===== src/rec_pkg.sv =====
`timescale 1ns / 1ps

package rec_pkg;

  localparam int PROG_DEPTH  = 64;
  localparam int STACK_DEPTH = 128;

  localparam int PROG_AW  = $clog2(PROG_DEPTH);
  localparam int STACK_AW = $clog2(STACK_DEPTH);
  localparam int SP_W     = $clog2(STACK_DEPTH + 1);

  localparam int PC_W   = 7;
  localparam int OP_W   = 3;
  localparam int GEN_W  = 31;
  localparam int CNT_W  = 7;
  localparam int FCNT_W = 8;
  localparam int LEN_W  = 7;
  localparam int INSN_W = OP_W + 2 * PC_W;

  localparam logic [PC_W-1:0]  PC_INVALID = 7'd127;
  localparam logic [CNT_W-1:0] MAX_START  = 7'd64;

  localparam logic [OP_W-1:0] OP_CLASS   = 3'd0;
  localparam logic [OP_W-1:0] OP_SAVE    = 3'd1;
  localparam logic [OP_W-1:0] OP_EPSILON = 3'd2;
  localparam logic [OP_W-1:0] OP_ALT     = 3'd3;
  localparam logic [OP_W-1:0] OP_ACCEPT  = 3'd4;
  localparam logic [OP_W-1:0] OP_NOP     = 3'd5;
  localparam logic [OP_W-1:0] OP_LOOK    = 3'd6;
  localparam logic [OP_W-1:0] OP_MISC    = 3'd7;

  // successor pc outside the program maps to the invalid code
  function automatic logic [PC_W-1:0] encode_target(input logic [31:0] raw);
    if (raw < 32'(PROG_DEPTH)) begin
      return raw[PC_W-1:0];
    end
    return PC_INVALID;
  endfunction

  function automatic logic [OP_W-1:0] encode_op(input logic [31:0] raw);
    if (raw[31:OP_W] != '0) begin
      return OP_MISC;
    end
    return raw[OP_W-1:0];
  endfunction

endpackage


===== src/rec_ram.sv =====
`timescale 1ns / 1ps

module rec_ram #(
  parameter int WIDTH = 8,
  parameter int DEPTH = 64
) (
  input  logic                     clk,
  input  logic                     we,
  input  logic [$clog2(DEPTH)-1:0] waddr,
  input  logic [WIDTH-1:0]         wdata,
  input  logic                     re,
  input  logic [$clog2(DEPTH)-1:0] raddr,
  output logic [WIDTH-1:0]         rdata
);

  logic [WIDTH-1:0] mem [DEPTH];

  always_ff @(posedge clk) begin
    if (we) begin
      mem[waddr] <= wdata;
    end
    if (re) begin
      rdata <= mem[raddr];
    end
  end

endmodule


===== src/regex_epsilon_closure.sv =====
`timescale 1ns / 1ps
// load word: written into the program memory in the cycle it is accepted, no result
// closure word: each visited pc passes a read state and an evaluate state, each stack pop
//   a pop state; a flush state then sends the last word, and the walk waits while out_ready is low
// one closure at a time; the single read port of each memory paces the walk
// reset (synchronous, rst_n low): visit mark valid bits and program_length cleared at
//   once, no clearing pass; program memory is undefined until loaded

module regex_epsilon_closure import rec_pkg::*; (
  input  logic              clk,
  input  logic              rst_n,
  // input channel
  input  logic              in_valid,
  output logic              in_ready,
  input  logic              in_req_type,
  input  logic [5:0]        in_load_index,
  input  logic signed [31:0] in_load_opcode,
  input  logic signed [31:0] in_load_next,
  input  logic signed [31:0] in_load_alternate,
  input  logic signed [31:0] in_start_pc,
  input  logic [30:0]       in_generation,
  input  logic [6:0]        in_start_count,
  // result channel
  output logic              out_valid,
  input  logic              out_ready,
  output logic [5:0]        out_consumed_pc,
  output logic [6:0]        out_slot,
  output logic              out_found,
  output logic              out_start_valid,
  output logic [7:0]        out_final_count,
  output logic              out_last,
  // configuration port
  input  logic              psel,
  input  logic              penable,
  input  logic              pwrite,
  input  logic [2:0]        paddr,
  input  logic [31:0]       pwdata,
  output logic [31:0]       prdata,
  output logic              pready
);

  // walk sequencer states
  localparam logic [2:0] ST_IDLE  = 3'd0;
  localparam logic [2:0] ST_READ  = 3'd1;  // issue program and mark reads
  localparam logic [2:0] ST_EVAL  = 3'd2;  // read data back, decide
  localparam logic [2:0] ST_POP   = 3'd3;  // stack read data back
  localparam logic [2:0] ST_FLUSH = 3'd4;  // send the last word

  localparam logic REG_PROGRAM_LENGTH = 1'b0;

  logic [2:0]            state_r, state_nxt;
  logic [LEN_W-1:0]      len_r;
  logic [PROG_DEPTH-1:0] mark_vld_r, mark_vld_nxt;
  logic [SP_W-1:0]       sp_r, sp_nxt;
  logic [CNT_W-1:0]      n_r, n_nxt;
  logic                  pend_vld_r, pend_vld_nxt;
  logic                  out_valid_r, out_valid_nxt;

  // payload registers
  logic [PC_W-1:0]       pc_r, pc_nxt;
  logic [GEN_W-1:0]      gen_r, gen_nxt;
  logic [CNT_W-1:0]      base_r, base_nxt;
  logic [PROG_AW-1:0]    pend_pc_r, pend_pc_nxt;
  logic [CNT_W-1:0]      pend_slot_r, pend_slot_nxt;
  logic [5:0]            out_pc_r, out_pc_nxt;
  logic [6:0]            out_slot_r, out_slot_nxt;
  logic                  out_found_r, out_found_nxt;
  logic                  out_sv_r, out_sv_nxt;
  logic [7:0]            out_fc_r, out_fc_nxt;
  logic                  out_last_r, out_last_nxt;

  // memory ports
  logic                  prog_we, prog_re;
  logic [INSN_W-1:0]     prog_wdata, prog_rdata;
  logic                  mark_we, mark_re;
  logic [GEN_W-1:0]      mark_rdata;
  logic                  stk_we, stk_re;
  logic [STACK_AW-1:0]   stk_waddr, stk_raddr;
  logic [PC_W-1:0]       stk_wdata, stk_rdata;

  logic [LEN_W-1:0]      len_eff;
  logic                  out_free;
  logic                  cfg_wr;
  logic [CNT_W-1:0]      in_base;
  logic [PROG_AW-1:0]    pc_addr;
  logic [OP_W-1:0]       ev_op;
  logic [PC_W-1:0]       ev_next, ev_alt;
  logic [GEN_W-1:0]      ev_mark;
  logic [FCNT_W-1:0]     fcount;

  // ---------------------------------------------------------------
  // configuration
  // ---------------------------------------------------------------
  assign pready = 1'b1;
  assign cfg_wr = psel & penable & pwrite & pready;

  always_ff @(posedge clk) begin
    if (!rst_n) begin
      len_r <= '0;
    end else if (cfg_wr && paddr[2] == REG_PROGRAM_LENGTH) begin
      len_r <= pwdata[LEN_W-1:0];
    end
  end

  assign prdata = (paddr[2] == REG_PROGRAM_LENGTH) ? {{(32-LEN_W){1'b0}}, len_r} : '0;

  // lengths past the table act as the full table
  assign len_eff = (len_r > LEN_W'(PROG_DEPTH)) ? LEN_W'(PROG_DEPTH) : len_r;

  // ---------------------------------------------------------------
  // memories
  // ---------------------------------------------------------------
  assign pc_addr = pc_r[PROG_AW-1:0];

  assign prog_we    = in_valid & in_ready & ~in_req_type &
                      ({26'd0, in_load_index} < 32'(PROG_DEPTH));
  assign prog_wdata = {encode_op(in_load_opcode), encode_target(in_load_next),
                       encode_target(in_load_alternate)};

  rec_ram #(.WIDTH(INSN_W), .DEPTH(PROG_DEPTH)) u_prog (
    .clk   (clk),
    .we    (prog_we),
    .waddr (in_load_index[PROG_AW-1:0]),
    .wdata (prog_wdata),
    .re    (prog_re),
    .raddr (pc_addr),
    .rdata (prog_rdata)
  );

  rec_ram #(.WIDTH(GEN_W), .DEPTH(PROG_DEPTH)) u_mark (
    .clk   (clk),
    .we    (mark_we),
    .waddr (pc_addr),
    .wdata (gen_r),
    .re    (mark_re),
    .raddr (pc_addr),
    .rdata (mark_rdata)
  );

  rec_ram #(.WIDTH(PC_W), .DEPTH(STACK_DEPTH)) u_stack (
    .clk   (clk),
    .we    (stk_we),
    .waddr (stk_waddr),
    .wdata (stk_wdata),
    .re    (stk_re),
    .raddr (stk_raddr),
    .rdata (stk_rdata)
  );

  // decoded instruction and effective mark (never written reads as zero)
  assign ev_op   = prog_rdata[INSN_W-1 -: OP_W];
  assign ev_next = prog_rdata[2*PC_W-1 -: PC_W];
  assign ev_alt  = prog_rdata[PC_W-1:0];
  assign ev_mark = mark_vld_r[pc_addr] ? mark_rdata : '0;

  assign out_free = ~out_valid_r | out_ready;
  assign in_ready = (state_r == ST_IDLE) & out_free;
  assign in_base  = (in_start_count > MAX_START) ? MAX_START : in_start_count;
  assign fcount   = {1'b0, base_r} + {1'b0, n_r};

  // ---------------------------------------------------------------
  // walk sequencer
  // ---------------------------------------------------------------
  always_comb begin
    logic do_pop;
    logic emit_busy;

    state_nxt     = state_r;
    mark_vld_nxt  = mark_vld_r;
    sp_nxt        = sp_r;
    n_nxt         = n_r;
    pend_vld_nxt  = pend_vld_r;
    pc_nxt        = pc_r;
    gen_nxt       = gen_r;
    base_nxt      = base_r;
    pend_pc_nxt   = pend_pc_r;
    pend_slot_nxt = pend_slot_r;

    out_valid_nxt = out_valid_r & ~out_ready;
    out_pc_nxt    = out_pc_r;
    out_slot_nxt  = out_slot_r;
    out_found_nxt = out_found_r;
    out_sv_nxt    = out_sv_r;
    out_fc_nxt    = out_fc_r;
    out_last_nxt  = out_last_r;

    prog_re   = 1'b0;
    mark_re   = 1'b0;
    mark_we   = 1'b0;
    stk_we    = 1'b0;
    stk_waddr = sp_r[STACK_AW-1:0];
    stk_wdata = ev_alt;
    stk_re    = 1'b0;
    stk_raddr = STACK_AW'(sp_r - SP_W'(1));

    do_pop    = 1'b0;
    emit_busy = 1'b0;

    unique case (state_r)
      ST_IDLE: begin
        if (in_valid && in_ready && in_req_type) begin
          if (in_start_pc >= {25'd0, len_eff}) begin
            // bad start pc: one word reporting failure
            out_valid_nxt = 1'b1;
            out_pc_nxt    = '0;
            out_slot_nxt  = in_base;
            out_found_nxt = 1'b0;
            out_sv_nxt    = 1'b0;
            out_fc_nxt    = {1'b0, in_base};
            out_last_nxt  = 1'b1;
          end else begin
            pc_nxt       = in_start_pc[PC_W-1:0];
            gen_nxt      = in_generation;
            base_nxt     = in_base;
            sp_nxt       = '0;
            n_nxt        = '0;
            pend_vld_nxt = 1'b0;
            state_nxt    = ST_READ;
          end
        end
      end

      ST_READ: begin
        if (pc_r >= len_eff) begin
          do_pop = 1'b1;
        end else begin
          prog_re   = 1'b1;
          mark_re   = 1'b1;
          state_nxt = ST_EVAL;
        end
      end

      ST_EVAL: begin
        if (ev_mark == gen_r) begin
          do_pop = 1'b1;
        end else begin
          priority if (ev_op == OP_ALT) begin
            // next is explored first, alternate is stacked; at sp 127 only alternate is walked
            if (sp_r < SP_W'(STACK_DEPTH - 1)) begin
              stk_we    = 1'b1;
              sp_nxt    = sp_r + SP_W'(1);
              pc_nxt    = ev_next;
              state_nxt = ST_READ;
            end else if (sp_r == SP_W'(STACK_DEPTH - 1)) begin
              pc_nxt    = ev_alt;
              state_nxt = ST_READ;
            end else begin
              do_pop = 1'b1;
            end
          end else if (ev_op == OP_NOP || ev_op == OP_SAVE || ev_op == OP_EPSILON) begin
            if (sp_r < SP_W'(STACK_DEPTH)) begin
              pc_nxt    = ev_next;
              state_nxt = ST_READ;
            end else begin
              do_pop = 1'b1;
            end
          end else begin
            // consuming pc: previous pending word goes out, this one is held (at most 64 per closure)
            if (n_r < CNT_W'(PROG_DEPTH)) begin
              if (pend_vld_r && !out_free) begin
                emit_busy = 1'b1;
              end else begin
                if (pend_vld_r) begin
                  out_valid_nxt = 1'b1;
                  out_pc_nxt    = 6'(pend_pc_r);
                  out_slot_nxt  = pend_slot_r;
                  out_found_nxt = 1'b1;
                  out_sv_nxt    = 1'b1;
                  out_fc_nxt    = '0;
                  out_last_nxt  = 1'b0;
                end
                pend_vld_nxt  = 1'b1;
                pend_pc_nxt   = pc_addr;
                pend_slot_nxt = base_r + n_r;
                n_nxt         = n_r + CNT_W'(1);
              end
            end
            if (!emit_busy) begin
              do_pop = 1'b1;
            end
          end
          if (!emit_busy) begin
            mark_we               = 1'b1;
            mark_vld_nxt[pc_addr] = 1'b1;
          end
        end
      end

      ST_POP: begin
        pc_nxt    = stk_rdata;
        state_nxt = ST_READ;
      end

      ST_FLUSH: begin
        if (out_free) begin
          out_valid_nxt = 1'b1;
          out_sv_nxt    = 1'b1;
          out_fc_nxt    = fcount;
          out_last_nxt  = 1'b1;
          if (pend_vld_r) begin
            out_pc_nxt    = 6'(pend_pc_r);
            out_slot_nxt  = pend_slot_r;
            out_found_nxt = 1'b1;
          end else begin
            // empty closure
            out_pc_nxt    = '0;
            out_slot_nxt  = base_r;
            out_found_nxt = 1'b0;
          end
          pend_vld_nxt = 1'b0;
          state_nxt    = ST_IDLE;
        end
      end

      default: begin
        state_nxt = ST_IDLE;
      end
    endcase

    // pop the top of the stack, or finish when it is empty
    if (do_pop) begin
      if (sp_r == '0) begin
        state_nxt = ST_FLUSH;
      end else begin
        stk_re    = 1'b1;
        sp_nxt    = sp_r - SP_W'(1);
        state_nxt = ST_POP;
      end
    end
  end

  always_ff @(posedge clk) begin
    if (!rst_n) begin
      state_r     <= ST_IDLE;
      mark_vld_r  <= '0;
      sp_r        <= '0;
      n_r         <= '0;
      pend_vld_r  <= 1'b0;
      out_valid_r <= 1'b0;
    end else begin
      state_r     <= state_nxt;
      mark_vld_r  <= mark_vld_nxt;
      sp_r        <= sp_nxt;
      n_r         <= n_nxt;
      pend_vld_r  <= pend_vld_nxt;
      out_valid_r <= out_valid_nxt;
    end
  end

  always_ff @(posedge clk) begin
    pc_r        <= pc_nxt;
    gen_r       <= gen_nxt;
    base_r      <= base_nxt;
    pend_pc_r   <= pend_pc_nxt;
    pend_slot_r <= pend_slot_nxt;
    out_pc_r    <= out_pc_nxt;
    out_slot_r  <= out_slot_nxt;
    out_found_r <= out_found_nxt;
    out_sv_r    <= out_sv_nxt;
    out_fc_r    <= out_fc_nxt;
    out_last_r  <= out_last_nxt;
  end

  assign out_valid       = out_valid_r;
  assign out_consumed_pc = out_pc_r;
  assign out_slot        = out_slot_r;
  assign out_found       = out_found_r;
  assign out_start_valid = out_sv_r;
  assign out_final_count = out_fc_r;
  assign out_last        = out_last_r;

endmodule


===== config.mk =====
export PLATFORM = sky130hd
export DESIGN_NAME = regex_epsilon_closure
export DESIGN_NICKNAME = d
export VERILOG_FILES = /design/src/rec_pkg.sv /design/src/rec_ram.sv /design/src/regex_epsilon_closure.sv
export SDC_FILE = /design/constraint.sdc
export NUM_CORES = 2
export LEC_CHECK = 0
export ABC_CLOCK_PERIOD_IN_PS = 22400
export BUFFER_PORTS_ARGS = -buffer_cell sky130_fd_sc_hd__buf_4
export CORE_ASPECT_RATIO = 1.75
export CORE_MARGIN = 2
export CORE_UTILIZATION = 25
export DETAILED_ROUTE_END_ITERATION = 7
export GPL_ROUTABILITY_DRIVEN = 0
export MAX_ROUTING_LAYER = met4
export PLACE_DENSITY = 0.44
export SLEW_MARGIN = 20
export SYNTH_ARGS = -nofsm -noshare
export SYNTH_HDL_FRONTEND = slang
export SYNTH_HIERARCHICAL = 1
export SYNTH_SLANG_ARGS = --single-unit

===== constraint.sdc =====
create_clock -name clk -period 22.4 [get_ports clk]
set_input_delay 2.24 -clock clk [delete_from_list [all_inputs] [get_ports clk]]
set_output_delay 2.24 -clock clk [all_outputs]
set_load 0.01 [all_outputs]

== After elaboration in Yosys (flattened, before gate mapping) ==
Memories as Yosys holds them, arrays and structs flattened. A register that Yosys moved wholly into a read port is not among the register bits.
Index checks and enable logic that the tools add are counted.

* Mux-type cells: 164
* Bitwise gates (word level): 18
* Reductions and logical operators: 22
* Order comparisons: 11
* Eq/ne operators: 31
* $add $sub $neg: 5

{| class="wikitable"
|+ Operator list
! operator !! count
|-
| two-way mux 7 bit || 32
|-
| two-way mux 8 bit || 16
|-
| two-way mux 1 bit || 76
|-
| less-than comparator 32 x 7 -> 1 bit, second input constant || 2
|-
| OR 64 bit || 1
|-
| two-way mux 6 bit || 10
|-
| two-way mux 3 bit || 14
|-
| case mux 7 bit (3 select lines) || 2
|-
| >= comparator 32 x 7 -> 1 bit || 1
|-
| equality test 31 bit || 1
|-
| two-way mux 31 bit || 1
|-
| nonzero test 29 bit || 1
|-
| case mux 8 bit (3 select lines) || 1
|-
| case mux 6 bit (3 select lines) || 1
|-
| inequality test 2 bit, second input constant || 8
|-
| case mux 8 bit (2 select lines) || 1
|-
| AND reduction 8 bit || 2
|-
| inequality test 3 bit, second input constant || 5
|-
| case mux 1 bit (3 select lines) || 5
|-
| case mux 3 bit (5 select lines) || 1
|-
| greater-than comparator 7 bit, second input constant || 2
|-
| case mux 7 bit (2 select lines) || 1
|-
| equality test 3 x 2 -> 1 bit, second input constant || 4
|-
| inequality test 4 bit, second input constant || 3
|-
| other kinds (36) || 60
|}

* Output and inout port bits: 59
* Register bits after elaboration: 173
* Memories kept: 3
* Input bits: 215
* RAM bits: 3968

{| class="wikitable"
|+ Memories
! memory !! words !! bits a word !! read ports !! clocked after memory_dff !! write ports !! RTL line !! RTL
|-
| u_mark.mem || 64 || 31 || 1 || 1 || 1 || rec_ram.sv:16 || <nowiki>logic [WIDTH-1:0] mem [DEPTH];</nowiki>
|-
| u_prog.mem || 64 || 17 || 1 || 1 || 1 || rec_ram.sv:16 ||
|-
| u_stack.mem || 128 || 7 || 1 || 1 || 1 || rec_ram.sv:16 ||
|}

== Longest topological paths before layout ==
* Depth after elaboration: 19
* Gate-level depth with buffers: 22
* Mapped depth without buffers: 14

== Modules after synthesis ==
The synthesis kept the hierarchy.

{| class="wikitable"
|+ Modules (own cells, without submodules)
! module !! sequential area each (sq um) !! cells an instance !! times used !! area each (sq um)
|-
| rec_ram at u_mark || 60508.0 || 3423 || 1 || 76812.4
|-
| rec_ram at u_prog || 33181.8 || 1875 || 1 || 42288.1
|-
| rec_ram at u_stack || 27116.0 || 1453 || 1 || 34877.2
|-
| regex_epsilon_closure || 4284.1 || 971 || 1 || 9126.3
|}

== Least setup slack after synthesis ==
No wires, ideal clock.

* Path type: flip-flop to flip-flop
* Start: reg pc_r[0]
* End: reg u_mark.rdata[0], read port of u_mark.mem, enable pin
* Setup time: 0.573 ns
* Cell stages (with the launch flop): 13
* Slack: 15.058 ns
* Arrival time: 6.769 ns
* Cells stage by stage: edfxtp_1 -> buf_4 -> buf_2 -> inv_1 -> ha_1 -> nand2b_1 -> a21o_1 -> a21o_1 -> a21o_1 -> a21o_1 -> a21o_1 -> a21o_1 -> nor4_1

* Cells in the longest elaborated chain, start to end: 3

{| class="wikitable"
|+ Ends and longest elaborated chain
! what !! RTL line !! RTL
|-
| start, declared || regex_epsilon_closure.sv:60 || <nowiki>logic [PC_W-1:0] pc_r, pc_nxt;</nowiki>
|-
| start signal, assigned || regex_epsilon_closure.sv:351 || <nowiki>pc_r <= pc_nxt;</nowiki>
|-
| >= comparator 7 bit || regex_epsilon_closure.sv:224 || <nowiki>if (pc_r >= len_eff) begin</nowiki>
|-
| two-way mux 1 bit || regex_epsilon_closure.sv:224 ||
|-
| two-way mux 1 bit || regex_epsilon_closure.sv:199 || <nowiki>unique case (state_r)</nowiki>
|-
| named net mark_re || regex_epsilon_closure.sv:75 || <nowiki>logic mark_we, mark_re;</nowiki>
|-
| end, declared || rec_ram.sv:13 || <nowiki>output logic [WIDTH-1:0] rdata</nowiki>
|}

The timed path passes the listed nets, and every way through them passes these cells.
A chain may end at the register's enable or synchronous reset.

== Worst setup path in the final report ==
* Start: reg pc_r[0]
* End: mem u_mark/mem[9][8] (netlist bit), enable pin

* Cells in the longest elaborated chain, start to end: 8

{| class="wikitable"
|+ Ends and longest elaborated chain
! what !! RTL line !! RTL
|-
| binary-select mux 1 bit (select 6 bit) || regex_epsilon_closure.sv:154 || <nowiki>assign ev_mark = mark_vld_r[pc_addr] ? mark_rdata : '0;</nowiki>
|-
| two-way mux 1 bit (implied by the code) || regex_epsilon_closure.sv:154 ||
|-
| two-way mux 31 bit || regex_epsilon_closure.sv:154 ||
|-
| equality test 31 bit || regex_epsilon_closure.sv:234 || <nowiki>if (ev_mark == gen_r) begin</nowiki>
|-
| two-way mux 1 bit || regex_epsilon_closure.sv:234 ||
|-
| two-way mux 1 bit || regex_epsilon_closure.sv:199 ||
|-
| named net mark_we || regex_epsilon_closure.sv:75 ||
|-
| two-way mux 1 bit || rec_ram.sv:19 || <nowiki>if (we) begin</nowiki>
|-
| two-way mux 1 bit (implied by the code) || rec_ram.sv:20 || <nowiki>mem[waddr] <= wdata;</nowiki>
|-
| end, declared || rec_ram.sv:16 ||
|}

The timed path passes the listed nets, and every way through them passes these cells. The select of a mux whose other input is x is not followed.

==> impl_results.md <==
* CTS Buf Count at 418
* Clock root buffer: clkbuf_16
* FF-to-FF path depth at 18
* Number of failing hold endpoints at the final stage at 0
* Worst-skew pair later-pin latency at 1.07 ns
* Total iterations of the first detailed-routing run at 6
* Bufs on Longest Clock Path at 5
* Beginning of the worst hold path: mark_vld_r[36]
* Critical path type: reg -> reg
* Layout Area Growth over Synthesis at 16.3%
* Drt initial violations at 6391
* Clk_skew at 0.168 ns
* CTS tree: built
* Reg2reg start: pc_r[0]
* Cell variety after synth at 84
* Outcome: completed
* Peak VDD IR at 0.0707 mV
* Commonest register cell after synthesis: edfxtp_1
* Number of global-route vias before repair at 84500
* Die Wd at 615 um
* Largest net degree at the start of global routing at 97
* Layout cells sized above 1 at 0.266
* YS warnings at 6
* Fraction of registers with async set/reset at 0
* Tmin final at 8.96 ns
* H-tree depth at 5
* Final setup viols at 0
* Arr. time, crit path at 9.63 ns
* Hold Path End: mark_vld_r[36]
* Reg2reg end: u_mark/mem[9][8]
* # DRC at 0
* Routed via count at 79100
* Die ar. at 659000 sq um
* Row count at 392
* Leak at 61.2 nW
* Headroom to the max-slew limit at 0.226
* Worst-path clk slew at 0.06 ns
* Resize count post-CTS at 0
* Post-CTS Hold Fix Bufs at 0
* Clk sink count at 4196
* Period utilization at 0.400
* Hold Path Stages at 2
* IO Pins at 274
* Worst Hold Class: reg -> reg
* WL/cell at 26.9 um
* Total gr overflow at 0
* Final ANT Viol Nets at 0
* Max FO, Critical Path at 89
* Post-Syn Area at 163000 sq um
* Core ar. at 650000 sq um
* Number of flops mapped to enable cells by yosys at 4105
* Pins Over Slew Limit at 0
* Gate Count Post-Synth at 7722
* Register area share after synthesis at 0.767
* Final #Nets at 8497
* First-pass GRT wire length at 652 mm
* Initial antenna violation count at 16
* FF-to-FF setup slack at 13.44 ns
* Die Y at 1.07 mm
* Setup crit end kind: flop
* Commonest cells after routing, fill and taps aside: 4105 x edfxtp_1, 989 x mux4_2, 532 x buf_4
* Synthesis-stage register bit count at 4196
* Fmax at 112 MHz
* Avg Cell Area, Syn at 21.1 sq um
* Final WL at 465 mm
* Detailed placement HPWL at 287 mm
* Power Density at 81.4 nW/um^2
* Vias per std cell at 4.58
* Slew of the pin with the lowest slew margin at 1.16 ns
* RSZ-0062 raised after global routing: false
* Fill cells at 63700
* Final design utilization at 0.292
* Setup TNS at 0 ns
* GRT Total Usage at 0.142
* Type of origin of the critical path: flop
* Starting density of the core at 0.251
* Req. time, crit path at 23.07 ns
* Post-CTS setup buffer count at 0
* Leading cell type in the layout, fill and taps excluded: edfxtp_1
* Max-Cap Viols at 0
* Port-buffer cells at 220
cell usage after synthesis (18+ instances only):
| cell type | number | area, sq um |
|---|---|---|
| edfxtp_1 | 4105 | 123000 |
| mux4_2 | 989 | 22300 |
| nor2_1 | 397 | 1490 |
| mux2i_1 | 294 | 2940 |
| nand2_1 | 222 | 833 |
| clkbuf_1 | 181 | 679 |
| o21ai_0 | 131 | 656 |
| a22oi_1 | 114 | 856 |
| buf_2 | 112 | 561 |
| buf_4 | 98 | 736 |
| dfxtp_1 | 91 | 1820 |
| nor2b_1 | 87 | 544 |
| o22ai_1 | 87 | 544 |
| nand3_1 | 79 | 395 |
| a21oi_1 | 57 | 285 |
| nor3_1 | 56 | 280 |
| buf_1 | 44 | 165 |
| nand4_1 | 43 | 269 |
| a22o_1 | 42 | 368 |
| a31oi_1 | 33 | 206 |
| inv_1 | 31 | 116 |
| nor4_1 | 31 | 194 |
| or3_1 | 27 | 169 |
| o221ai_1 | 26 | 228 |
| ha_1 | 24 | 300 |
| mux2_2 | 24 | 270 |
| xnor2_1 | 23 | 201 |
| a311oi_1 | 20 | 175 |
| a211oi_1 | 18 | 135 |
per-layer routing:
metal | vias up | GRT usage | part of all wire
met3 | 671 | 0.0168 | 0.039
met5 | - | - | 0
met1 | 43100 | 0.153 | 0.37
met4 | 0 | 0.0490 | 0.034
met2 | 2007 | 0.268 | 0.56
li1 | 33300 | - | -
how the worst max path moves through the flow:
stage / endpoint / depth (start not counted) / slack (ns) / start
4_1_cts: u_mark/mem[9][18] / 18 / 13.41 / pc_r[0]
3_5_place_dp: u_mark/mem[9][19] / 19 / 13.35 / pc_r[2]
5_1_grt: u_mark/mem[9][8] / 18 / 13.10 / pc_r[0]
2_1_floorplan: u_mark/rdata[0] / 12 / 15.06 / pc_r[0]
6_report: u_mark/mem[9][8] / 18 / 13.44 / pc_r[0]
3_3_place_gp: u_mark/mem[9][18] / 18 / 13.41 / pc_r[0]
through the flow:
| stage | cells | area [sq um] | setup slack, ns | total power, mW | hold WS, ns |
|---|---|---|---|---|---|
| floorplan | 7746 | 163000 | 15.06 | 8.68 | 0.417 |
| global placement | 16500 | 177000 | 13.41 | 8.73 | 0.429 |
| detailed placement | 16500 | 177000 | 13.35 | 8.73 | 0.441 |
| CTS | 17200 | 190000 | 13.41 | 15.6 | 0.456 |
| global route | 17200 | 190000 | 13.10 | 15.9 | 0.476 |
| finish | 17300 | 190000 | 13.44 | 15.4 | 0.451 |
cell families after synthesis:
logic type	Yosys count	synth area share
flops	4196	0.767
mux	1317	0.158
simple gates	1041	0.0302
compound gates	633	0.0267
buf+inv	482	0.0149
xor+xnor	26	0.00140
fa+ha+maj	25	0.00196
other cells	2	0.0000460
power breakdown:
part	internal, mW	switching (mW)	total (mW)
clock	3.86	3.02	6.88
combinational	0.0314	0.0341	0.0654
sequential	8.49	0.00245	8.49
critical path, cell delays in order, from the launching register on:
cell and delay [ns]:
edfxtp_1 0.37, buf_12 0.54, buf_4 0.72, nor2b_1 0.47, a22oi_1 0.15, and4_1 0.22
o21ai_1 0.35, buf_4 0.32, and2_1 0.36, buf_4 0.28, o32ai_1 0.24, nand4_1 0.40
nor4_4 0.15, nand2_1 0.43, nand2_1 0.25, nor2_1 0.91, nand3_1 0.89, nor2_4 0.70
buf_4 0.49
registers in the layout, summed over array words and instances, names as in the netlist, 8 cells and up:
register / flops
out_final_count: 8
gen_r: 31
u_stack/mem: 896
u_prog/mem: 1088
u_mark/mem: 1984
u_mark/rdata: 31
mark_vld_r: 64
u_prog/rdata: 17
sp_r: 8
area by class of cell:
type,count,area (sq um),share of cell area
Antenna cell,8,20.0,0.000106
Inverter,33,135,0.000713
Multi-Input combinational cell,3068,36400,0.192
Clock inverter,247,2250,0.0119
Tap cell,8668,10800,0.0572
Sequential cell,4196,125000,0.660
Clock buffer,493,10800,0.0569
Timing Repair Buffer,540,4160,0.0219
Power figures use the tool's default switching activity.
